File: config.mk
export PLATFORM = sky130hd
export DESIGN_NAME = signed_int_to_decimal_ascii
export DESIGN_NICKNAME = d
export VERILOG_FILES = /design/src/hw/rtl/sitd_pkg.sv /design/src/hw/rtl/signed_int_to_decimal_ascii.sv /design/src/hw/rtl/sitd_dabble.sv /design/src/hw/rtl/sitd_emit.sv
export SDC_FILE = /design/constraint.sdc
export NUM_CORES = 1
export LEC_CHECK = 0
export BUFFER_PORTS_ARGS = -buffer_cell sky130_fd_sc_hd__buf_2
export CORE_MARGIN = 2
export CORE_UTILIZATION = 50
export CTS_BUF_LIST = sky130_fd_sc_hd__clkbuf_8 sky130_fd_sc_hd__clkbuf_16
export DETAILED_ROUTE_END_ITERATION = 7
export PLACE_DENSITY = 0.68
export SLEW_MARGIN = 10
export SYNTH_ARGS = -nofsm -noshare
export SYNTH_HDL_FRONTEND = slang
export SYNTH_SLANG_ARGS = --single-unit
export TNS_END_PERCENT = 10
File: constraint.sdc
create_clock -name clock -period 2.7 [get_ports clock]
set_input_delay 0.54 -clock clock [delete_from_list [all_inputs] [get_ports clock]]
set_output_delay 0.54 -clock clock [all_outputs]
set_load 0.01 [all_outputs]
File: src/hw/rtl/sitd_pkg.sv
// shared constants and types for the signed integer to decimal text converter
package sitd_pkg;

   localparam int VALUE_W = 32;
   localparam int CHAR_W  = 8;
   localparam int DIGIT_W = 4;
   localparam int NUM_DIGITS = 10;
   localparam int BCD_W   = NUM_DIGITS * DIGIT_W;
   localparam int CNT_W   = $clog2(VALUE_W);
   localparam int IDX_W   = $clog2(NUM_DIGITS);

   localparam logic [CHAR_W-1:0] ASCII_ZERO  = 8'h30;
   localparam logic [CHAR_W-1:0] ASCII_MINUS = 8'h2D;

   // packed bcd result handed from the converter to the character emitter
   typedef struct packed {
      logic             done;
      logic [BCD_W-1:0] bcd;
   } conv_result_type;

endpackage

File: src/hw/rtl/signed_int_to_decimal_ascii.sv
// top level: signed 32-bit integer to decimal ascii character stream
//
// usage
//   req_* takes one signed 32-bit value per transfer. rsp_* returns its
//   decimal text one ascii character per transfer, most significant first:
//   a leading '-' for negative values, no leading zeros, "0" for zero.
//   rsp_tlast marks the final character of each number.
// conversion and throughput
//   after a req transfer the magnitude runs through a shift-and-add-3
//   binary to bcd loop, one bit per cycle. once the loop's done flag is
//   registered the emitter loads the digits and the first character is
//   valid, then one character per cycle while rsp_tready is high. the
//   block takes one number at a time: req_tready is high only while
//   idle, so no new number is taken until the last character is taken.
// reset
//   synchronous active-high reset returns to idle and drops rsp_tvalid.
// stalls
//   with rsp_tready low the current character and rsp_tlast hold; the
//   block stays busy and req_tready stays low until the last character
//   has been taken.
module signed_int_to_decimal_ascii (
   input  logic                               clock,
   input  logic                               reset,
   input  logic                               req_tvalid,
   output logic                               req_tready,
   input  logic signed [sitd_pkg::VALUE_W-1:0] req_tdata,  // [31:0] value
   output logic                               rsp_tvalid,
   input  logic                               rsp_tready,
   output logic [sitd_pkg::CHAR_W-1:0]        rsp_tdata,   // [7:0] character
   output logic                               rsp_tlast
);

   // one-hot sequencer states
   typedef enum logic [2:0] {
      ST_IDLE = 3'b001,
      ST_CONV = 3'b010,
      ST_EMIT = 3'b100
   } state_type;

   state_type                        state_ff, state_in;
   logic                             neg_ff, neg_in;
   logic                             req_xfer;
   logic [sitd_pkg::VALUE_W-1:0]     mag;
   sitd_pkg::conv_result_type        conv;

   assign req_tready = (state_ff == ST_IDLE);
   assign req_xfer   = req_tvalid && req_tready;

   // two's complement magnitude; the most negative value maps to 2^31 unsigned
   assign mag = req_tdata[sitd_pkg::VALUE_W-1] ? (32'd0 - req_tdata) : req_tdata;

   always_comb begin
      state_in = state_ff;
      neg_in   = neg_ff;
      unique case (state_ff)
         ST_IDLE: begin
            if (req_xfer) begin
               neg_in   = req_tdata[sitd_pkg::VALUE_W-1];
               state_in = ST_CONV;
            end
         end
         ST_CONV: begin
            if (conv.done) begin
               state_in = ST_EMIT;
            end
         end
         ST_EMIT: begin
            // done once the final character has been taken
            if (rsp_tvalid && rsp_tready && rsp_tlast) begin
               state_in = ST_IDLE;
            end
         end
         default: begin
            state_in = ST_IDLE;
         end
      endcase
   end

   always_ff @(posedge clock) begin
      if (reset) begin
         state_ff <= ST_IDLE;
         neg_ff   <= 1'b0;
      end else begin
         state_ff <= state_in;
         neg_ff   <= neg_in;
      end
   end

   // shift / add-3 binary to bcd unit
   sitd_dabble u_dabble (
      .clock  (clock),
      .reset  (reset),
      .start  (req_xfer),
      .mag    (mag),
      .result (conv)
   );

   // output sequencer and result register
   sitd_emit u_emit (
      .clock      (clock),
      .reset      (reset),
      .conv       (conv),
      .negative   (neg_ff),
      .rsp_tvalid (rsp_tvalid),
      .rsp_tready (rsp_tready),
      .rsp_tdata  (rsp_tdata),
      .rsp_tlast  (rsp_tlast)
   );

endmodule

File: src/hw/rtl/sitd_dabble.sv
// binary to bcd converter: one shift-and-add-3 step per cycle
module sitd_dabble (
   input  logic                               clock,
   input  logic                               reset,
   input  logic                               start,
   input  logic [sitd_pkg::VALUE_W-1:0]       mag,
   output sitd_pkg::conv_result_type          result
);

   logic                            busy_ff, busy_in;
   logic                            done_ff, done_in;
   logic [sitd_pkg::CNT_W-1:0]      cnt_ff, cnt_in;
   logic [sitd_pkg::VALUE_W-1:0]    bin_ff, bin_in;
   logic [sitd_pkg::BCD_W-1:0]      bcd_ff, bcd_in;
   logic [sitd_pkg::BCD_W-1:0]      adj;

   // add 3 to every digit of 5 or more before the shift
   always_comb begin
      for (int i = 0; i < sitd_pkg::NUM_DIGITS; i++) begin
         if (bcd_ff[i*sitd_pkg::DIGIT_W +: sitd_pkg::DIGIT_W] >= 4'd5) begin
            adj[i*sitd_pkg::DIGIT_W +: sitd_pkg::DIGIT_W] =
               bcd_ff[i*sitd_pkg::DIGIT_W +: sitd_pkg::DIGIT_W] + 4'd3;
         end else begin
            adj[i*sitd_pkg::DIGIT_W +: sitd_pkg::DIGIT_W] =
               bcd_ff[i*sitd_pkg::DIGIT_W +: sitd_pkg::DIGIT_W];
         end
      end
   end

   always_comb begin
      busy_in = busy_ff;
      done_in = 1'b0;
      cnt_in  = cnt_ff;
      bin_in  = bin_ff;
      bcd_in  = bcd_ff;
      if (start) begin
         busy_in = 1'b1;
         cnt_in  = '0;
         bin_in  = mag;
         bcd_in  = '0;
      end else if (busy_ff) begin
         bcd_in = {adj[sitd_pkg::BCD_W-2:0], bin_ff[sitd_pkg::VALUE_W-1]};
         bin_in = {bin_ff[sitd_pkg::VALUE_W-2:0], 1'b0};
         cnt_in = cnt_ff + 1'b1;
         if (cnt_ff == sitd_pkg::CNT_W'(sitd_pkg::VALUE_W - 1)) begin
            busy_in = 1'b0;
            done_in = 1'b1;
         end
      end
   end

   always_ff @(posedge clock) begin
      if (reset) begin
         busy_ff <= 1'b0;
         done_ff <= 1'b0;
         cnt_ff  <= '0;
      end else begin
         busy_ff <= busy_in;
         done_ff <= done_in;
         cnt_ff  <= cnt_in;
      end
      bin_ff <= bin_in;
      bcd_ff <= bcd_in;
   end

   assign result.done = done_ff;
   assign result.bcd  = bcd_ff;

endmodule

File: src/hw/rtl/sitd_emit.sv
// character emitter: sign, then significant digits most significant first
module sitd_emit (
   input  logic                               clock,
   input  logic                               reset,
   input  sitd_pkg::conv_result_type          conv,
   input  logic                               negative,
   output logic                               rsp_tvalid,
   input  logic                               rsp_tready,
   output logic [sitd_pkg::CHAR_W-1:0]        rsp_tdata,
   output logic                               rsp_tlast
);

   logic                             active_ff, active_in;
   logic                             sign_ff, sign_in;
   logic [sitd_pkg::IDX_W-1:0]       idx_ff, idx_in;
   logic [sitd_pkg::DIGIT_W-1:0]     digit_ff [sitd_pkg::NUM_DIGITS];
   logic [sitd_pkg::IDX_W-1:0]       top_idx;
   logic [sitd_pkg::DIGIT_W-1:0]     cur_digit;
   logic                             xfer;

   // highest nonzero digit, zero gives the lowest digit
   always_comb begin
      top_idx = '0;
      for (int i = 0; i < sitd_pkg::NUM_DIGITS; i++) begin
         if (conv.bcd[i*sitd_pkg::DIGIT_W +: sitd_pkg::DIGIT_W] != '0) begin
            top_idx = sitd_pkg::IDX_W'(i);
         end
      end
   end

   assign cur_digit  = digit_ff[idx_ff];
   assign xfer       = active_ff && rsp_tready;
   assign rsp_tvalid = active_ff;
   assign rsp_tdata  = sign_ff ? sitd_pkg::ASCII_MINUS
                               : sitd_pkg::ASCII_ZERO + {4'b0000, cur_digit};
   assign rsp_tlast  = !sign_ff && (idx_ff == '0);

   always_comb begin
      active_in = active_ff;
      sign_in   = sign_ff;
      idx_in    = idx_ff;
      if (conv.done) begin
         active_in = 1'b1;
         sign_in   = negative;
         idx_in    = top_idx;
      end else if (xfer) begin
         if (sign_ff) begin
            sign_in = 1'b0;
         end else if (idx_ff == '0) begin
            active_in = 1'b0;
         end else begin
            idx_in = idx_ff - 1'b1;
         end
      end
   end

   always_ff @(posedge clock) begin
      if (reset) begin
         active_ff <= 1'b0;
         sign_ff   <= 1'b0;
         idx_ff    <= '0;
      end else begin
         active_ff <= active_in;
         sign_ff   <= sign_in;
         idx_ff    <= idx_in;
      end
      if (conv.done) begin
         for (int i = 0; i < sitd_pkg::NUM_DIGITS; i++) begin
            digit_ff[i] <= conv.bcd[i*sitd_pkg::DIGIT_W +: sitd_pkg::DIGIT_W];
         end
      end
   end

endmodule

Yosys cells after proc, flatten, opt, wreduce, memory -nomap -nowiden
Memory sizes are Yosys's and may differ from the RTL's. A register that Yosys moved wholly into a read port is not among the register bits.
Cells that the tools add are included.
- flip-flop bits (word level): 89
- memory bits (writable): 40
- input port bits: 36
- output and inout port bits: 11
- logic and storage cells: 114
- memories kept: 1
- memory list (memory ; depth ; width ; read ports ; clocked after memory_dff ; wr ports ; RTL line ; source):
    u_emit.digit_ff ; 10 ; 4 ; 1 ; 1 ; 10 ; sitd_emit.sv:16 ; logic [sitd_pkg::DIGIT_W-1:0] digit_ff [sitd_pkg::NUM_DIGITS];
- add/sub/neg operators: 14
- magnitude comparators: 10
- equality and inequality tests: 9
- multiplexer cells: 45
- bitwise logic cells: 1
- reduce and logical (&&, ||, !) cells: 24
- operator list (operator ; number):
    two-way mux 32 bit ; 3
    two-way mux 4 bit ; 17
    greater-or-equal comparator 4 x 3 -> 1 bit (second input constant) ; 10
    adder 4 x 2 -> 4 bit (second input constant) ; 9
    nonzero test 4 bit ; 9
    subtractor 1 x 32 -> 32 bit (first input constant) ; 1
    two-way mux 3 bit ; 8
    two-way mux 1 bit ; 13
    one-hot mux 3 bit (3 select lines) ; 1
    AND reduction 3 bit ; 3
    two-way mux 8 bit ; 1
    adder 6 x 4 -> 7 bit (first input constant) ; 1
    != test 2 bit (second input constant) ; 3
    nonzero test 2 bit ; 3
    adder 5 x 1 -> 5 bit (second input constant) ; 1
    equality test 5 bit (second input constant) ; 1
    logical AND 1 bit ; 4
    zero test 4 bit ; 1
    two-way mux 2 bit ; 2
    != test 2 x 1 -> 1 bit (second input constant) ; 2
    subtractor 4 x 1 -> 4 bit (second input constant) ; 1
    adder 3 x 2 -> 3 bit (second input constant) ; 1
    equality test 3 x 1 -> 1 bit (second input constant) ; 1
    equality test 3 x 2 -> 1 bit (second input constant) ; 1
    other kinds (6) ; 6

Depth between registers and ports, before layout
Gate-level depths: netlist (run 1).
- word-level depth: 13
- mapped depth: 7
- depth with buffers taken out: 7

Cells and area by module
A second synthesis (run 1) with hierarchy kept.
- cell total of the unflattened synthesis: 659
- area total of the unflattened synthesis: 7160.6 um^2
- modules (own cells, without submodules) (module ; times used ; cells each ; area each (um^2) ; seq. area each (um^2)):
    sitd_dabble ; 1 ; 403 ; 4078.9 ; 1901.8
    sitd_emit ; 1 ; 137 ; 2155.8 ; 1401.3
    signed_int_to_decimal_ascii ; 1 ; 119 ; 925.9 ; 80.1

Worst setup path after synthesis (run 1)
No wires, ideal clock.
- path kind: input-to-reg
- start: input port req_tvalid
- end: register u_dabble.bin_ff[0] in the netlist's numbering, enable pin
- library setup time: 0.389 ns
- arrival time: 2.069 ns
- data required time: 2.311 ns
- path slack: 0.241 ns
- stages on the path: 5
- buffers on the path: 2
- path through: nand3b_1 or2_2 clkbuf_1 buf_1 nand2_1
- word-level cells in the longest chain between the ends: 2
- ends and longest elaborated chain (element ; RTL line ; source):
    from (decl) ; signed_int_to_decimal_ascii.sv:24 ; input logic req_tvalid,
    logical AND 1 bit ; signed_int_to_decimal_ascii.sv:47 ; assign req_xfer = req_tvalid && req_tready;
    nonzero test 2 bit (no source line) ; n/a ;
    to (signal assigned) ; sitd_dabble.sv:62 ; bin_ff <= bin_in;
    to (decl) ; sitd_dabble.sv:13 ; logic [sitd_pkg::VALUE_W-1:0] bin_ff, bin_in;
Every way passes these cells.
A chain may end at the register's enable or synchronous reset.

==> results of run 1 <==
-- cells in the mapped netlist (all sizes together) (12+ instances only) --
cell and n:
xor2 31, a21oi 36, inv 27, nand2 85, nand3 25, mux2i 23
xnor2 21, buf 12, nand2b 18, nor2 36, o21ai 62, dfxtp 61
edfxtp 72, clkbuf 17, ha 25
-- kinds of logic after synthesis --
logic type / count (synthesis) / synth area share, %
other: 2 / 0.112
AOI/OAI and AO/OA: 146 / 13.4
adders and majority gates: 25 / 4.65
buffers and inverters: 57 / 3.38
and+or+nand+nor: 209 / 15.3
muxes: 31 / 6.10
DFF: 133 / 50.3
xor gates and xnor gates: 52 / 6.77
-- flip-flops by register name (all words and copies together) (netlist names), named ones only --
signal	cells
u_dabble.busy_ff	1
u_dabble.done_ff	1
u_emit.idx_ff	4
state_ff	3
u_emit.sign_ff	1
u_emit.digit_ff	40
neg_ff	1
u_dabble.bcd_ff	40
u_emit.rsp_tvalid	1
u_dabble.cnt_ff	5
u_dabble.bin_ff	32
-- layout make-up --
type	instances	area (sq um)
multi-input combinational	466	3130
clock inverter	15	101
tap	176	220
clock buffer	17	425
timing repair buffer	53	315
inverter	28	105
sequential	133	3390
fill	1143	5510
-- through the flow --
step / instance area, sq um / instances / worst slack (ps)
finish: 7680 / 888 / 153
global route: 7680 / 888 / 39.4
CTS: 7680 / 888 / 92.1
detailed placement: 7150 / 856 / 292
global placement: 7150 / 856 / 349
floorplan: 6730 / 656 / 241
-- worst max-delay path by stage --
stage                       from             endpoint  slack [ps]  cells after the start
floorplan             req_tvalid   u_dabble.bin_ff[0]         240                      5
global placement    req_tdata[8]  u_dabble.bin_ff[27]         350                      6
detailed placement  req_tdata[0]  u_dabble.bin_ff[22]         290                      8
CTS                         flop         rsp_tdata[1]          90                      5
global route                flop         rsp_tdata[2]          40                      5
finish                      flop         rsp_tdata[2]         150                      5
-- routing by layer --
metal | part of all wire (%) | up-vias | GRT usage (%)
met1 | 44 | 2329 | 25.9
met2 | 49 | 124 | 33.8
met4 | 1.9 | 0 | 7.43
li1 | - | 2427 | -
met5 | 0 | - | 0
met3 | 4.8 | 28 | 5.56
-- power by group --
part	switching [mW]	total, mW	internal [mW]
sequential	0.0408	2.29	2.25
clock	0.797	2.03	1.23
combinational	0.254	0.403	0.148
-- critical path: cells and delay by family (launching register included) --
family / cells / cell delay [ps]
buffers and inverters: 2 / 380
DFF: 1 / 430
AOI/OAI and AO/OA: 1 / 120
muxes: 2 / 670
-- repair_timing --
item | CTS | global route
gates cloned | 0 | 0
setup endpoints to repair | 1 | 1
gates resized for setup | 1 | 1
==> impl_metrics.ini, run 1 <==
[floorplan]
fp.dieArea_sq_um = 14400
coreArea_sq_um = 13200
start_util_pct = 51.0
die_y_um = 120
ios = 47
fp.dieW_um = 120
num_rows = 42

[routing]
viasPerCell = 5.53
drtIter0Drc = 204
via_count = 4908
drt_drc_violations_left = 0
wirelength_um = 13700
drt.antenna.violating_nets = 0
first_pass_iters = 5
wl_per_cell_um = 15.4

[synth]
synthDistinctLibCells = 50
synth_ff_type = edfxtp_1
synth_top_area_share_pct = 32.1
async_flop_share_pct = 0
ys_top_cells_by_area = edfxtp_1, dfxtp_1, nand2_1, ha_1, xor2_1
ys_ff_latch = 133
avgSynthCellArea_sq_um = 10.3
synth_edf_count = 72
yosys_warnings = 0
synth_area_sq_um = 6730
synth_area_leader_cell = edfxtp_1
yosysSeqAreaShare_pct = 50.3
synthCells = 655

[worst_setup_path]
path_cells = buf_4 -> mux4_2 -> mux2i_1 -> a22oi_1 -> buf_2
r2r-start = u_emit.idx_ff[0]
arrival_ps = 2010
r2r_slack_ps = 530
crit_required_ps = 2160
critPathKind = flop to primary output
crit_slowest_cell = mux4_2
reg2reg_depth = 8
crit_fanout = 7
critical_path.endpoint_type = primary output
startpoint_type = flop
max_stage_delay_ps = 500

[timing]
setup_viol = 0
finalHoldViolCount = 0
setup_tns_ps = 0
drv_slew = 0
slew_headroom_pct = 55.1
rsz0062_at_grt = false
worstMarginPinSlew_ps = 657
skew_ps = 9.05
period_needed_ps = 2550
post-route-period-util_pct = 94.3
hold_slack_ps = 463
max_freq_mhz = 393

[flow_run]
maxCapViolCount = 0

[clock_tree]
insertion_delay_ps = 410
cts_tree = done
cts-buffers-inserted = 17
clock_path_buffers = 2
cts_root_buffer = clkbuf_16
cts_setup_buffers = 0
h-tree-depth = 4
cts_hold_buf = 0
clkTransAtPathRegs_ps = 60
cts.sinks = 133

[layout]
final_core_util_pct = 58.2
area_delta_synth_final_pct = 14.2
final_net_count = 760
mostFrequentLayoutCell = nand2_1
most-common-layout-cells = nand2_1, edfxtp_1, dfxtp_1
layout-drive-gt1-share_pct = 14.3
antenna_cells = 0

[global_route]
grt_max_degree = 64
grt_pass1_wl_um = 23400
grt_overflow = 0
grt_pass1_vias = 4886
antenna_found_initial = 0
grt.total_usage_pct = 20.5

[min_path]
holdPathEnd = u_emit.digit_ff[9][1]
min_path_cells = 0
hold_start = u_dabble.bcd_ff[37]
hold_class = flop to flop

[power]
peakVddDrop_mv = 0.417
power_mw = 4.73
powerDensity_nw_per_um2 = 615
p_leak_nw = 2.84

[placed_design]
place.gp.congestion = 0.852
io_buffers = 43
post-dp-hpwl_um = 9570

[run_status]
status = finished, final reports clean
(Power assumes the default switching activity.)
==> inputs of run 2 (changes only) <==
--- a/config.mk
+++ b/config.mk
@@ -5,12 +5,13 @@
 export SDC_FILE = /design/constraint.sdc
 export NUM_CORES = 1
 export LEC_CHECK = 0
+export ABC_CLOCK_PERIOD_IN_PS = 2700
 export BUFFER_PORTS_ARGS = -buffer_cell sky130_fd_sc_hd__buf_2
 export CORE_MARGIN = 2
-export CORE_UTILIZATION = 50
+export CORE_UTILIZATION = 35
 export CTS_BUF_LIST = sky130_fd_sc_hd__clkbuf_8 sky130_fd_sc_hd__clkbuf_16
 export DETAILED_ROUTE_END_ITERATION = 7
-export PLACE_DENSITY = 0.68
+export GPL_TIMING_DRIVEN = 0
 export SLEW_MARGIN = 10
 export SYNTH_ARGS = -nofsm -noshare
 export SYNTH_HDL_FRONTEND = slang
==> run 2 against run 1 <==
Against the previous run: hold slack lost 110 ps; combinational power up 5.0%; global-route usage down 4.8 points; largest cell class unchanged; critical endpoint unchanged; register-to-register slack worse by 120 ps; fmax fell by 0.45%; wire length rose by 12%; sequential share of layout area shrank 1.2 points; via count up 1.5%; sequential power is essentially flat; clock-buffer cell count increased by 7; die area up 41%.
==> impl_metrics.ini, run 2 (synthesis results as in run 1) <==
[run_status]
status = finished, final reports clean

[worst_setup_path]
r2r_slack_ps = 410
max_stage_delay_ps = 540
critical_path.endpoint_type = primary output
r2r-start = u_dabble.done_ff
arrival_ps = 2020
critPathKind = flop to primary output
crit_required_ps = 2160
path_cells = buf_6 -> mux4_2 -> mux2i_1 -> a22oi_1 -> buf_2
reg2reg_depth = 6
crit_slowest_cell = mux4_2
startpoint_type = flop
crit_fanout = 10

[routing]
drt_drc_violations_left = 0
first_pass_iters = 4
drt.antenna.violating_nets = 0
wl_per_cell_um = 15.8
drtIter0Drc = 316
via_count = 4983
wirelength_um = 15300
viasPerCell = 5.16

[floorplan]
num_rows = 50
fp.dieArea_sq_um = 20300
die_y_um = 143
coreArea_sq_um = 18800
fp.dieW_um = 143
start_util_pct = 35.8
ios = 47

[power]
p_leak_nw = 2.89
seqPwrFrac_pct = 45.5
p_clk_share_pct = 46.1
peakVddDrop_mv = 0.413
p_switching_mw = 1.20
power_mw = 5.04
powerDensity_nw_per_um2 = 638
swShare_pct = 23.9
p_int_mw = 3.84
p_comb_share_pct = 8.4

[min_path]
min_path_cells = 2
hold_class = input port to flop
hold_start = reset

[timing]
max_freq_mhz = 391
finalWorstSetupSlack_ps = 142
period_needed_ps = 2560
skew_ps = 6.02
setup_viol = 0
setup_tns_ps = 0
finalHoldViolCount = 0
post-route-period-util_pct = 94.8
hold_slack_ps = 354
rsz0062_at_grt = false
drv_slew = 0
worstMarginPinSlew_ps = 971
slew_headroom_pct = 35.3

[global_route]
grt_pass1_wl_um = 24600
grt_overflow = 0
antenna_found_initial = 0
grt_max_degree = 33
grt.total_usage_pct = 15.7
grt_pass1_vias = 4661

[layout]
final_cells = 966
antenna_cells = 0
mostFrequentLayoutCell = nand2_1
most-common-layout-cells = nand2_1, edfxtp_1, dfxtp_1
layout-drive-gt1-share_pct = 14.1
design_area_sq_um = 7900
final_core_util_pct = 42.1
fill_cells = 1839
reg_top3 = u_dabble.bcd_ff x40, u_emit.digit_ff x40, u_dabble.bin_ff x32
final_net_count = 780
area_delta_synth_final_pct = 17.4

[clock_tree]
cts-resized-gates = 2
cts-buffers-inserted = 17
cts_hold_buf = 0
h-tree-depth = 4
cts_root_buffer = clkbuf_16
cts_setup_buffers = 0
clock_path_buffers = 2
cts.sinks = 133
cts_tree = done
clkTransAtPathRegs_ps = 60
insertion_delay_ps = 430

[placed_design]
io_buffers = 43
post-dp-hpwl_um = 10700
dpl.cell_count = 934
dpl_worst_slack_ps = -108
place_area_sq_um = 7270
place.gp.congestion = 0.853

[flow_run]
maxCapViolCount = 0
-- run 2: cell types whose count changed in the layout (fill, tap and decap cells not counted), sizes merged --
| cell | change |
|---|---|
| clkinv | -4 |
| buf | +3 |
| clkinvlp | -2 |
| bufinv | -1 |
| clkbuf | +24 |
-- run 2: power by group through the flow --
| stage | Sequential, mW | Clock [mW] | Combinational (mW) |
|---|---|---|---|
| 2_1_floorplan | 2.32 | 0 | 0.271 |
| 3_3_place_gp | 2.34 | 0 | 0.419 |
| 3_5_place_dp | 2.33 | 0 | 0.426 |
| 4_1_cts | 2.29 | 2.36 | 0.427 |
| 5_1_grt | 2.30 | 2.45 | 0.476 |
| 6_report | 2.29 | 2.32 | 0.423 |
-- run 2: worst max path at each step --
stage,start,endpoint,cells past startpoint
after floorplan,req_tvalid,u_dabble.bin_ff[0],5
after global placement,req_tvalid,u_dabble.bin_ff[7],6
after detailed placement,req_tvalid,u_dabble.bin_ff[8],6
after CTS,flop,rsp_tdata[0],5
after global routing,flop,rsp_tdata[2],5
final,flop,rsp_tdata[2],5
-- run 2: layer usage --
layer	wire length [um]	up-vias	track usage, %
met2	7050	129	24.4
met1	7340	2365	21.8
met3	675	23	3.76
met4	228	0	4.69
li1	-	2466	-
met5	0	-	0
-- run 2: cell type report --
class	instances	area, sq um	share of cell area [%]
clock inverters	8	53.8	0.681
clock buffers	24	556	7.03
multi-input cells	466	3130	39.7
flip-flops and latches	133	3390	42.9
well taps	234	293	3.71
repair buffers	44	243	3.07
plain buffers	29	129	1.63
inverters	28	105	1.33
-- run 2: worst max-delay path, delay by kind of cell (launching register included) --
kind | cells | cell delay (ps)
buffers and inverters | 2 | 350
AOI/OAI and AO/OA | 1 | 120
muxes | 2 | 740
DFF | 1 | 380
